`src/lc3_pkg.sv`:
```
// Shared types, constants and helpers for the LC-3 instruction step core.
package lc3_pkg;

  // Memory address width and depth
  localparam int ADDR_BITS = 16;
  localparam int MEM_WORDS = 1 << ADDR_BITS;

  // Program counter after reset
  localparam logic [15:0] START_PC_RST = 16'h3000;

  // One-hot condition flags
  localparam logic [2:0] FLAG_P = 3'b001;
  localparam logic [2:0] FLAG_Z = 3'b010;
  localparam logic [2:0] FLAG_N = 3'b100;

  // Item operation codes
  typedef enum logic [1:0] {
    OP_WRITE = 2'd0,
    OP_READ  = 2'd1,
    OP_EXEC  = 2'd2,
    OP_NONE  = 2'd3
  } item_op_t;

  // Instruction opcodes
  typedef enum logic [3:0] {
    OPC_BR   = 4'h0,
    OPC_ADD  = 4'h1,
    OPC_LD   = 4'h2,
    OPC_ST   = 4'h3,
    OPC_JSR  = 4'h4,
    OPC_AND  = 4'h5,
    OPC_LDR  = 4'h6,
    OPC_STR  = 4'h7,
    OPC_RTI  = 4'h8,
    OPC_NOT  = 4'h9,
    OPC_LDI  = 4'hA,
    OPC_STI  = 4'hB,
    OPC_JMP  = 4'hC,
    OPC_RES  = 4'hD,
    OPC_LEA  = 4'hE,
    OPC_TRAP = 4'hF
  } opcode_t;

  // Shared ALU operations
  typedef enum logic [1:0] {
    ALU_ADD,
    ALU_AND,
    ALU_NOT
  } alu_op_t;

  // Condition flags for a result word
  function automatic logic [2:0] cc_of(input logic [15:0] w);
    logic [2:0] f;
    if (w == 16'h0000) begin
      f = FLAG_Z;
    end else if (w[15]) begin
      f = FLAG_N;
    end else begin
      f = FLAG_P;
    end
    return f;
  endfunction

endpackage

```
`src/lc3_alu.sv`:
```
// Shared 16-bit ALU: adder for all address and data sums, plus AND and NOT.
module lc3_alu import lc3_pkg::*; (
  input  alu_op_t     op,
  input  logic [15:0] a,
  input  logic [15:0] b,
  output logic [15:0] y
);

  // Select the operation
  always_comb begin
    case (op)
      ALU_ADD: y = a + b;
      ALU_AND: y = a & b;
      ALU_NOT: y = ~a;
      default: y = a + b;
    endcase
  end

endmodule

```
`config.mk`:
```
export PLATFORM = sky130hd
export DESIGN_NAME = lc3_alu
export DESIGN_NICKNAME = d
export VERILOG_FILES = /design/src/lc3_pkg.sv /design/src/lc3_alu.sv
export SDC_FILE = /design/constraint.sdc
export NUM_CORES = 1
export LEC_CHECK = 0
export ABC_AREA = 1
export BUFFER_PORTS_ARGS = -buffer_cell sky130_fd_sc_hd__buf_2
export CELL_PAD_IN_SITES_DETAIL_PLACEMENT = 1
export CELL_PAD_IN_SITES_GLOBAL_PLACEMENT = 2
export CORE_ASPECT_RATIO = 1.4
export CORE_UTILIZATION = 25
export DETAILED_ROUTE_END_ITERATION = 12
export MAX_ROUTING_LAYER = met4
export PLACE_DENSITY_LB_ADDON = 0.1
export SLEW_MARGIN = 20
export SYNTH_ARGS = -nofsm -noshare
export SYNTH_HDL_FRONTEND = slang
export SYNTH_SLANG_ARGS = --single-unit
```
`constraint.sdc`:
```
create_clock -name vclk -period 3.3
set_clock_uncertainty 0.15 [all_clocks]
set_input_delay 0.66 -clock vclk [all_inputs]
set_output_delay 0.66 -clock vclk [all_outputs]
set_load 0.02 [all_outputs]
```
==> key figures, run 1 <==
Run status
  – Outcome: completed

STA
  – Rel. slew slack: approximately two thirds
  – Final Hold Fails: 0
  – Slew Limit Fails: 0
  – Final setup vio count: 0
  – Worst setup margin: about 0.16 ns
  – Measured slew at the worst slew-check pin: 0.5148 ns
  – Fmax achieved: roughly 320 MHz
  – Min Clock Period, post-route: ~3.1 ns
  – Final Cycle Share: 95.14%
  – RSZ-0062 raised after global routing: no
  – Setup TNS: 0 ns

Route
  – Initial DRC count: 43
  – DRT antenna net count: 0
  – Routed WL per cell: between 10 and 15 µm
  – Drt pass-1 iters: 4
  – Via density: about 4.7
  – Final WL: 4453 µm
  – Vias: roughly 1700
  – DR DRC count: 0

Worst hold path
  – WHS Path Cells: 5
  – Min-Delay Path Class: input port to primary output

Logic synthesis
  – Synth Area in Adders: between 15 and 20%
  – Mapped Nets: around 310
  – Complex-gate fraction of the synthesized area: a little over an eighth
  – Mapped Area: roughly 1300 µm²
  – Yosys top cell area share: roughly a third
  – Synth Area in Simple Gates: 50.70%
  – Synth unique cells: 24
  – Largest family of logic cells by synthesized area: simple AND/OR/NAND/NOR gates
  – Synthesis Warnings: 0
  – Synth area leader: nand2_1
  – Cells after Synth: roughly 250
  – XOR/XNOR Fraction of Synth Area: roughly 1.4%
  – Sequential share of the synthesized area: 0%
  – Syn Area/Cell: approximately 5 µm²
  – Synth area leaders: nand2_1 (32%), ha_1 (18%), inv_1 (13%)
  – Multiplexer share of the synthesized area: 0%

Power and ir drop
  – Power, Total: around 0.32 mW
  – Leakage: between 0.9 and 1 nW
  – Peak VDD IR: 83.02 µV
  – Power per cell area: between 200 and 250 nW/µm²

GRT
  – Via count of the first global-routing pass: between 1500 and 2000
  – GRT Util Overall: between 10% and 20%
  – Remaining global-route overflow: 0
  – Initial antenna violation count: 0
  – First-pass GRT wire length: between 7000 and 8000 µm
  – Largest net degree at the start of global routing: 20

Clocking
  – Cts hold-fix bufs: 0
  – Postcts setup bufs: 0

Placement
  – DP HPWL: between 3000 and 4000 µm
  – RePlAce Congestion: 0.7704
  – Pre-CTS setup slack: 0.1509 ns
  – Buffers on Ports: 50

Setup path
  – Critical path type: input port to primary output
  – Type of origin of the critical path: input port
  – Kind of end point of the critical path: primary output
  – Crit path max fanout: 4
  – Critical path required time: between 2 and 2.5 ns
  – Worst Path Arrival: 2.33 ns

Cells and area
  – Layout clock buffers: 0
  – Final Util: ~33%
  – Filler cell count: about 710
  – Fin nets: about 360
  – Antenna Cells: 0
  – Num sequential: 0
  – Register area: 0 µm²
  – Share of layout cells above drive strength 1: 19.60%
  – Area growth syn-to-layout: 26.10%

Floorplan
  – Ports: 50
  – Height of the chip: roughly 86 µm
  – Row count: 30
  – Initial Util: approximately a quarter
  – Overall die area: 5317 µm²
  – Core area: ~4800 µm²
  – Die X: slightly above 60 µm

Job
  – Number of max-cap violations: 0
Yosys cell counts, drive strengths merged:
cell type / count
a21boi: 1
a21oi: 11
and2: 1
buf: 2
clkbuf: 3
fa: 1
ha: 18
inv: 42
nand2: 108
nand3: 18
nand3b: 3
nand4: 1
nor2: 15
nor3: 3
o21ai: 13
o22ai: 7
or2: 4
xor2: 2
final timing paths:
| path | end | slack, ns | startpoint |
|---|---|---|---|
| setup / recovery | y[6] | 0.16 | a[0] |
| hold / removal | y[15] | 1.58 | a[15] |
kinds of logic (layout without fill, tap and decap cells):
family,Yosys count,in the layout
and+or+nand+nor,153,153
buffers and inverters,47,95
AOI/OAI and AO/OA,32,32
adders and majority gates,19,19
xor gates and xnor gates,2,2
per-layer routing:
metal  GRT usage, %  vias up  wire length (µm)
met5              -        -                 0
met4              0        0                 0
met3              0        0                91
met2          35.68       29              2376
met1          22.46      781              1986
li1               -      893                 -
report_power, final:
part           leakage (nW)  internal (mW)  switching [mW]  total (mW)
Sequential                0              0               0           0
Combinational         0.997          0.116           0.203       0.319
Clock                     0              0               0           0
final cells by class:
type | count | area [µm²] | share of cell area [%]
Multi-Input combinational cell | 206 | 1074 | 67.77
Timing Repair Buffer | 53 | 272.8 | 17.22
Inverter | 42 | 157.7 | 9.953
Tap cell | 64 | 80.08 | 5.055
worst max-delay path: stages:
cell and delay [ns]:
buf_2 0.11, ha_1 0.23, fa_1 0.39, nand2_1 0.10, nand2_1 0.10, nand3_1 0.08
nand2_1 0.09, or2_2 0.28, nand3_1 0.06, o21ai_0 0.07, buf_2 0.16
timing repair:
action | CTS | global route
endpoints found under the setup margin | 0 | 1
resized for setup | 0 | 1
endpoints found under the hold margin | 0 | 0
layout by cell type (no fill, tap or decap), drive strengths merged, types with 4 or more instances in the layout:
cell / n
a21oi: 11
inv: 42
ha: 18
nand3: 18
or2: 4
o22ai: 7
nand2: 108
buf: 53
o21ai: 13
nor2: 15
per-stage QoR:
stage,hold WS [ns],std cells,area [µm²]
after floorplan,1.409,253,1256
after global placement,1.575,365,1582
after detailed placement,1.585,365,1582
after CTS,1.586,365,1582
after global routing,1.627,365,1584
final,1.578,365,1584
Note: power is estimated with default switching activity, not from simulation.
==> inputs of run 2 (changes only) <==
Settings changed: ABC_AREA 1 to default, CORE_UTILIZATION 25 to 28, SLEW_MARGIN 20 to 10.
==> key figures, run 2 <==
Cells and area
  – Final Util: 41.92% (was 32.71%)
  – Num sequential: 0 (unchanged)
  – Commonest non-fill, non-tap cell in the layout: buf_2 (was nand2_1)
  – Layout clock buffers: 0 (unchanged)
  – Most frequent cells in the layout: buf_2 (45), nand2_1 (26), buf_4 (23) (was nand2_1 (107), buf_2 (50), inv_1 (42))
  – Register area: 0 µm² (unchanged)
  – Antenna Cells: 0 (unchanged)
  – Filler cell count: 590 (was 708)
  – Area growth syn-to-layout: 42.49% (was 26.10%)
  – Share of layout cells above drive strength 1: 35.71% (was 19.60%)
  – Fin nets: 307 (was 356)
  – Finished layout cell area: 1792 µm² (was 1584 µm²)

STA
  – Rel. slew slack: 71.15% (was 65.64%)
  – Final setup vio count: 0 (unchanged)
  – RSZ-0062 raised after global routing: yes (was no)
  – Measured slew at the worst slew-check pin: 0.4315 ns (was 0.5148 ns)
  – Worst hold slack: 1.598 ns (was 1.578 ns)
  – Slew Limit Fails: 0 (unchanged)
  – Setup TNS: 0 ns (unchanged)
  – Final Cycle Share: 98.09% (was 95.14%)
  – Final Hold Fails: 0 (unchanged)
  – Fmax achieved: 308.9 MHz (was 318.5 MHz)
  – Min Clock Period, post-route: 3.237 ns (was 3.140 ns)

Logic synthesis
  – Synth Area in Adders: 19.50% (was 19.52%)
  – Mapped Area: 1257 µm² (was 1256 µm²)
  – Most numerous cell in the Yosys netlist: nand2_1 (unchanged)
  – Synth Area in Simple Gates: 24.88% (was 50.70%)
  – Synth area leaders: ha_1 (18%), a21oi_1 (9.6%), o21ai_0 (8.8%) (was nand2_1 (32%), ha_1 (18%), inv_1 (13%))
  – Synth cell count leaders: nand2_1 (26), a21oi_1 (24), o21ai_0 (22), ha_1 (18), nor2_1 (17) (was nand2_1 (107), inv_1 (42), ha_1 (18), nand3_1 (17), nor2_1 (15))
  – Sequential share of the synthesized area: 0% (unchanged)
  – XOR/XNOR Fraction of Synth Area: 5.572% (was 1.394%)
  – Synth area leader: ha_1 (was nand2_1)
  – Yosys top cell area share: 17.91% (was 31.97%)
  – Cells after Synth: 192 (was 253)
  – Complex-gate fraction of the synthesized area: 42.19% (was 13.65%)
  – Synthesis Warnings: 0 (unchanged)
  – Multiplexer share of the synthesized area: 1.592% (was 0%)
  – Syn Area/Cell: 6.549 µm² (was 4.965 µm²)
  – Mapped Nets: 245 (was 306)
  – Largest family of logic cells by synthesized area: compound AO/OA/AOI/OAI gates (was simple AND/OR/NAND/NOR gates)
  – Synth unique cells: 47 (was 24)

Setup path
  – Delay-heaviest family, CP: compound AO/OA/AOI/OAI gates (was simple AND/OR/NAND/NOR gates)
  – WP depth: 10 (was 11)
  – CP bufs+invs: 3 (was 2)
  – Kind of end point of the critical path: primary output (unchanged)
  – CP max-delay cell: fa_2 (was fa_1)
  – Worst setup endpoint: y[12] (was y[6])
  – Critical Path Start: b[0] (was a[0])
  – Crit path max fanout: 7 (was 4)
  – Type of origin of the critical path: input port (unchanged)
  – Critical path type: input port to primary output (unchanged)
  – CP Cell Sequence: buf_2 > ha_4 > fa_2 > a21o_1 > a221oi_4 > buf_6 > a2111oi_2 > a31oi_1 > a41o_1 > buf_6 (was buf_2 > ha_1 > fa_1 > nand2_1 > nand2_1 > nand3_1 > nand2_1 > or2_2 > nand3_1 > o21ai_0 > buf_2)
  – Critical path required time: 2.49 ns (about the same)
  – Worst Path Arrival: 2.43 ns (was 2.33 ns)
  – Slowest stage delay, CP: 0.33 ns (was 0.39 ns)
  – CP most frequent cell: buf_6 (was nand2_1)

Floorplan
  – Initial Util: 29.42% (was 25.94%)
  – Core area: 4274 µm² (was 4842 µm²)
  – Row count: 28 (was 30)
  – Height of the chip: 81.29 µm (was 85.88 µm)
  – Ports: 50 (unchanged)
  – Overall die area: 4766 µm² (was 5317 µm²)
  – Die X: 58.64 µm (was 61.91 µm)

Clocking
  – Postcts setup bufs: 0 (unchanged)

Placement
  – RePlAce Congestion: 0.8713 (was 0.7704)
  – DP HPWL: 3912 µm (was 3825 µm)
  – Buffers on Ports: 50 (unchanged)
  – Placed cell areas: 1699 µm² (was 1582 µm²)

GRT
  – GRT Util Overall: 20.70% (was 18.66%)
  – First-pass GRT wire length: 7748 µm (was 7486 µm)
  – Largest net degree at the start of global routing: 21 (was 20)
  – Initial antenna violation count: 0 (unchanged)
  – Via count of the first global-routing pass: 1763 (was 1685)
  – Remaining global-route overflow: 0 (unchanged)

Power and ir drop
  – Sequential share of power: 0% (about the same)
  – Int Pwr: 0.1802 mW (was 0.1162 mW)
  – Peak VDD IR: 68.98 µV (was 83.02 µV)
  – Net Sw Power: 0.2377 mW (was 0.2026 mW)
  – Leakage: 0.8213 nW (was 0.9967 nW)
  – Switching share of power: 56.88% (was 63.55%)
  – Comb pwr share: 100.0% (about the same)
  – Power per cell area: 233.2 nW/µm² (was 201.3 nW/µm²)
  – Power, Total: 0.4179 mW (was 0.3188 mW)
  – Clock share of power: 0% (about the same)

Route
  – DRT antenna net count: 0 (unchanged)
  – Drt pass-1 iters: 4 (unchanged)
  – DR DRC count: 0 (unchanged)
  – Routed WL per cell: 14.98 µm (was 12.20 µm)
  – Final WL: 4674 µm (was 4453 µm)
  – Initial DRC count: 45 (was 43)
  – Vias: 1669 (was 1703)
  – Via density: 5.349 (was 4.666)

Job
  – Number of max-cap violations: 0 (unchanged)

Run status
  – Outcome: completed (unchanged)

Worst hold path
  – Min-Delay Path Class: input port to primary output (unchanged)
run 2: cell types whose count changed after synthesis, moves of 5 or more:
cell | previous run | this run
inv_1 | 42 | 6
o21ai_0 | 12 | 22
o22ai_1 | 7 | 0
buf_2 | 1 | 6
nand3_1 | 17 | 4
a21oi_1 | 11 | 24
nand2_1 | 107 | 26
run 2: power by group through the flow:
stage,combinational (mW),sequential [mW],clock (mW)
floorplan,0.253,0,0
global placement,0.380,0,0
detailed placement,0.391,0,0
CTS,0.398,0,0
global route,0.459,0,0
finish,0.418,0,0
run 2: metal layers:
metal	vias up	routed length, µm	global-route usage, %	share of wire, %
li1	837	-	-	-
met2	41	2557	42.99	55
met5	-	0	-	0
met1	789	1943	22.39	42
met3	2	147	0.1592	3.1
met4	0	25	0.9524	0.53
run 2: final cells by class:
| type | instances | area (µm²) | area share (%) |
|---|---|---|---|
| Multi-Input combinational cell | 174 | 1251 | 69.83 |
| Tap cell | 60 | 75.07 | 4.190 |
| Timing Repair Buffer | 72 | 442.9 | 24.72 |
| Inverter | 6 | 22.52 | 1.257 |
run 2: timing repair:
action,4_1_cts,5_1_grt
cloned,0,0
endpoints found under the setup margin,5,7
pin swaps,1,5
gates resized for setup,5,18
hold buffers,0,0
run 2: worst min-delay path by stage:
| stage | startpoint | to | slack [ns] | cells after the start |
|---|---|---|---|---|
| finish | a[6] | y[6] | 1.60 | 5 |
| global route | a[3] | y[3] | 1.64 | 5 |
| CTS | a[13] | y[13] | 1.60 | 5 |
| detailed placement | a[3] | y[3] | 1.60 | 5 |
| global placement | a[11] | y[11] | 1.57 | 5 |
| floorplan | a[11] | y[11] | 1.37 | 3 |
run 2: through the flow:
step	cells	setup WS, ns
detailed placement	312	-0.1124
CTS	312	0.004885
finish	312	0.06306
global route	312	-0.05339
global placement	312	-0.07888
floorplan	192	0.05118
run 2: tightest hold or removal path: stages:
cell and delay (ns):
buf_2 0.09, o21ai_0 0.06, nor2_1 0.08, a21oi_1 0.04, buf_2 0.15
run 2: kinds of logic after synthesis:
group	Yosys count
compound gates	78
simple gates	67
fa+ha+maj	19
buf+inv	18
xor+xnor	8
mux	2
==> inputs of run 3 (changes only) <==
--- a/config.mk
+++ b/config.mk
@@ -14,4 +14,5 @@
 export MAX_ROUTING_LAYER = met4
 export PLACE_DENSITY_LB_ADDON = 0.1
+export SKIP_LAST_GASP = 1
 export SLEW_MARGIN = 10
 export SYNTH_ARGS = -nofsm -noshare
==> constraint.sdc (replaced) <==
create_clock -name vclk -period 3.3
set_clock_uncertainty 0.15 [all_clocks]
set_input_delay 0.825 -clock vclk [all_inputs]
set_output_delay 0.825 -clock vclk [all_outputs]
set_load 0.02 [all_outputs]
==> key figures, run 3 (synthesized netlist as in run 2, its figures left out) <==
Power and ir drop
  – Peak VDD IR: 119.2 µV (was 68.98 µV)
  – Power per cell area: 233.8 nW/µm² (was 233.2 nW/µm²)
  – Leakage: 1.012 nW (was 0.8213 nW)

STA
  – Final Cycle Share: 108.8% (was 98.09%)
  – Slew Limit Fails: 0 (unchanged)
  – Min Clock Period, post-route: 3.591 ns (was 3.237 ns)
  – Rel. slew slack: 71.71% (was 71.15%)
  – Measured slew at the worst slew-check pin: 0.4228 ns (was 0.4315 ns)
  – Final Hold Fails: 0 (unchanged)
  – Worst setup margin: -0.2906 ns (was 0.06306 ns)
  – Setup TNS: -1.803 ns (was 0 ns)
  – RSZ-0062 raised after global routing: yes (unchanged)
  – Final setup vio count: 10 (was 0)
  – Fmax achieved: 278.5 MHz (was 308.9 MHz)

Placement
  – Placed Cells: 346 (was 312)
  – RePlAce Congestion: 0.8556 (was 0.8713)
  – Buffers on Ports: 50 (unchanged)
  – Placed cell areas: 2002 µm² (was 1699 µm²)
  – DP HPWL: 4585 µm (was 3912 µm)

GRT
  – Initial antenna violation count: 0 (unchanged)
  – Via count of the first global-routing pass: 1898 (was 1763)
  – Remaining global-route overflow: 0 (unchanged)
  – GRT Util Overall: 23.53% (was 20.70%)
  – First-pass GRT wire length: 8445 µm (was 7748 µm)
  – Largest net degree at the start of global routing: 13 (was 21)

Setup path
  – Delay-heaviest family, CP: compound AO/OA/AOI/OAI gates (unchanged)
  – CP Cell Sequence: buf_6 > ha_4 > fa_2 > a21o_1 > a221oi_4 > buf_6 > a2111oi_4 > a31oi_1 > a41o_1 > buf_6 (was buf_2 > ha_4 > fa_2 > a21o_1 > a221oi_4 > buf_6 > a2111oi_2 > a31oi_1 > a41o_1 > buf_6)
  – Crit path max fanout: 7 (unchanged)
  – Worst Path Arrival: 2.62 ns (was 2.43 ns)
  – Type of origin of the critical path: input port (unchanged)
  – CP max-delay cell: fa_2 (unchanged)
  – Critical path required time: 2.32 ns (was 2.49 ns)
  – Critical path type: input port to primary output (unchanged)
  – CP bufs+invs: 3 (unchanged)
  – CP most frequent cell: buf_6 (unchanged)
  – Slowest stage delay, CP: 0.35 ns (was 0.33 ns)
  – Kind of end point of the critical path: primary output (unchanged)

Worst hold path
  – Min-Delay Path Class: input port to primary output (unchanged)

Floorplan
  – Initial Util: 29.42% (unchanged)
  – Overall die area: 4766 µm² (unchanged)
  – Row count: 28 (unchanged)
  – Height of the chip: 81.29 µm (unchanged)
  – Ports: 50 (unchanged)
  – Core area: 4274 µm² (unchanged)
  – Die X: 58.64 µm (unchanged)

Run status
  – Failing checks: setup timing
  – Outcome: finished with violations (was completed)

Cells and area
  – Finished Layout Cells: 348 (was 312)
  – Final Util: 51.76% (was 41.92%)
  – Commonest non-fill, non-tap cell in the layout: buf_4 (was buf_2)
  – Num sequential: 0 (unchanged)
  – Fin nets: 343 (was 307)
  – Register area: 0 µm² (unchanged)
  – Filler cell count: 565 (was 590)
  – Share of layout cells above drive strength 1: 47.92% (was 35.71%)
  – Antenna Cells: 0 (unchanged)
  – Most frequent cells in the layout: buf_4 (62), buf_2 (39), nand2_1 (26) (was buf_2 (45), nand2_1 (26), buf_4 (23))
  – Finished layout cell area: 2212 µm² (was 1792 µm²)
  – Area growth syn-to-layout: 75.92% (was 42.49%)
  – Layout clock buffers: 0 (unchanged)

Route
  – DRT antenna net count: 0 (unchanged)
  – DR DRC count: 0 (unchanged)
  – Final WL: 5574 µm (was 4674 µm)
  – Routed WL per cell: 16.02 µm (was 14.98 µm)
  – Via density: 5.336 (was 5.349)
  – Drt pass-1 iters: 4 (unchanged)
  – Vias: 1857 (was 1669)
  – Initial DRC count: 29 (was 45)

Job
  – Number of max-cap violations: 0 (unchanged)
==> run 3: cell count changes in the layout (fill, tap and decap cells not counted), moves of 2 or more <==
cell     before  now
ha_1         16   11
nor3_1        4    2
o21ai_2       0    2
ha_4          1    7
buf_4        23   62
buf_6         4    7
buf_2        45   39
==> run 3: final timing paths <==
| kind | start | end | slack [ns] | cells after the start |
|---|---|---|---|---|
| max | a[0] | y[12] | -0.29 | 10 |
| min | a[3] | y[3] | 1.94 | 5 |
==> run 3: timing repair <==
item | CTS | global route
setup endpoints to repair | 10 | 11
gates cloned | 0 | 0
hold buffers | 0 | 0
gates resized for setup | 29 | 9
buffers inserted | 2 | 0
endpoints found under the hold margin | 0 | 0
pin swaps | 10 | 7
==> run 3: where the power goes <==
part / leakage, nW / total [mW] / internal, mW / switching [mW]
Sequential: 0 / 0 / 0 / 0
Combinational: 1.01 / 0.517 / 0.247 / 0.270
Clock: 0 / 0 / 0 / 0
Total: 1.01 / 0.517 / 0.247 / 0.270
==> run 3: layer usage <==
layer / vias up / track usage, % / part of all wire [%]
met5: - / - / 0
met4: 0 / 4.048 / 1.7
met2: 43 / 50.00 / 59
met3: 8 / 2.070 / 3.3
li1: 909 / - / -
met1: 897 / 22.24 / 36
==> run 3: area by class of cell <==
class | count | area (µm²) | share of cell area, %
inverter | 6 | 22.52 | 1.018
multi-input combinational | 174 | 1375 | 62.16
tap | 60 | 75.07 | 3.394
timing repair buffer | 108 | 739.5 | 33.43
==> run 3: through the flow <==
stage	total power [mW]	setup WS, ns	hold WS, ns
3_3_place_gp	0.4434	-0.3463	1.913
5_1_grt	0.5592	-0.3350	1.972
3_5_place_dp	0.4577	-0.3931	1.932
4_1_cts	0.5041	-0.2940	1.932
2_1_floorplan	0.2620	-0.1308	1.704
6_report	0.5172	-0.2906	1.939
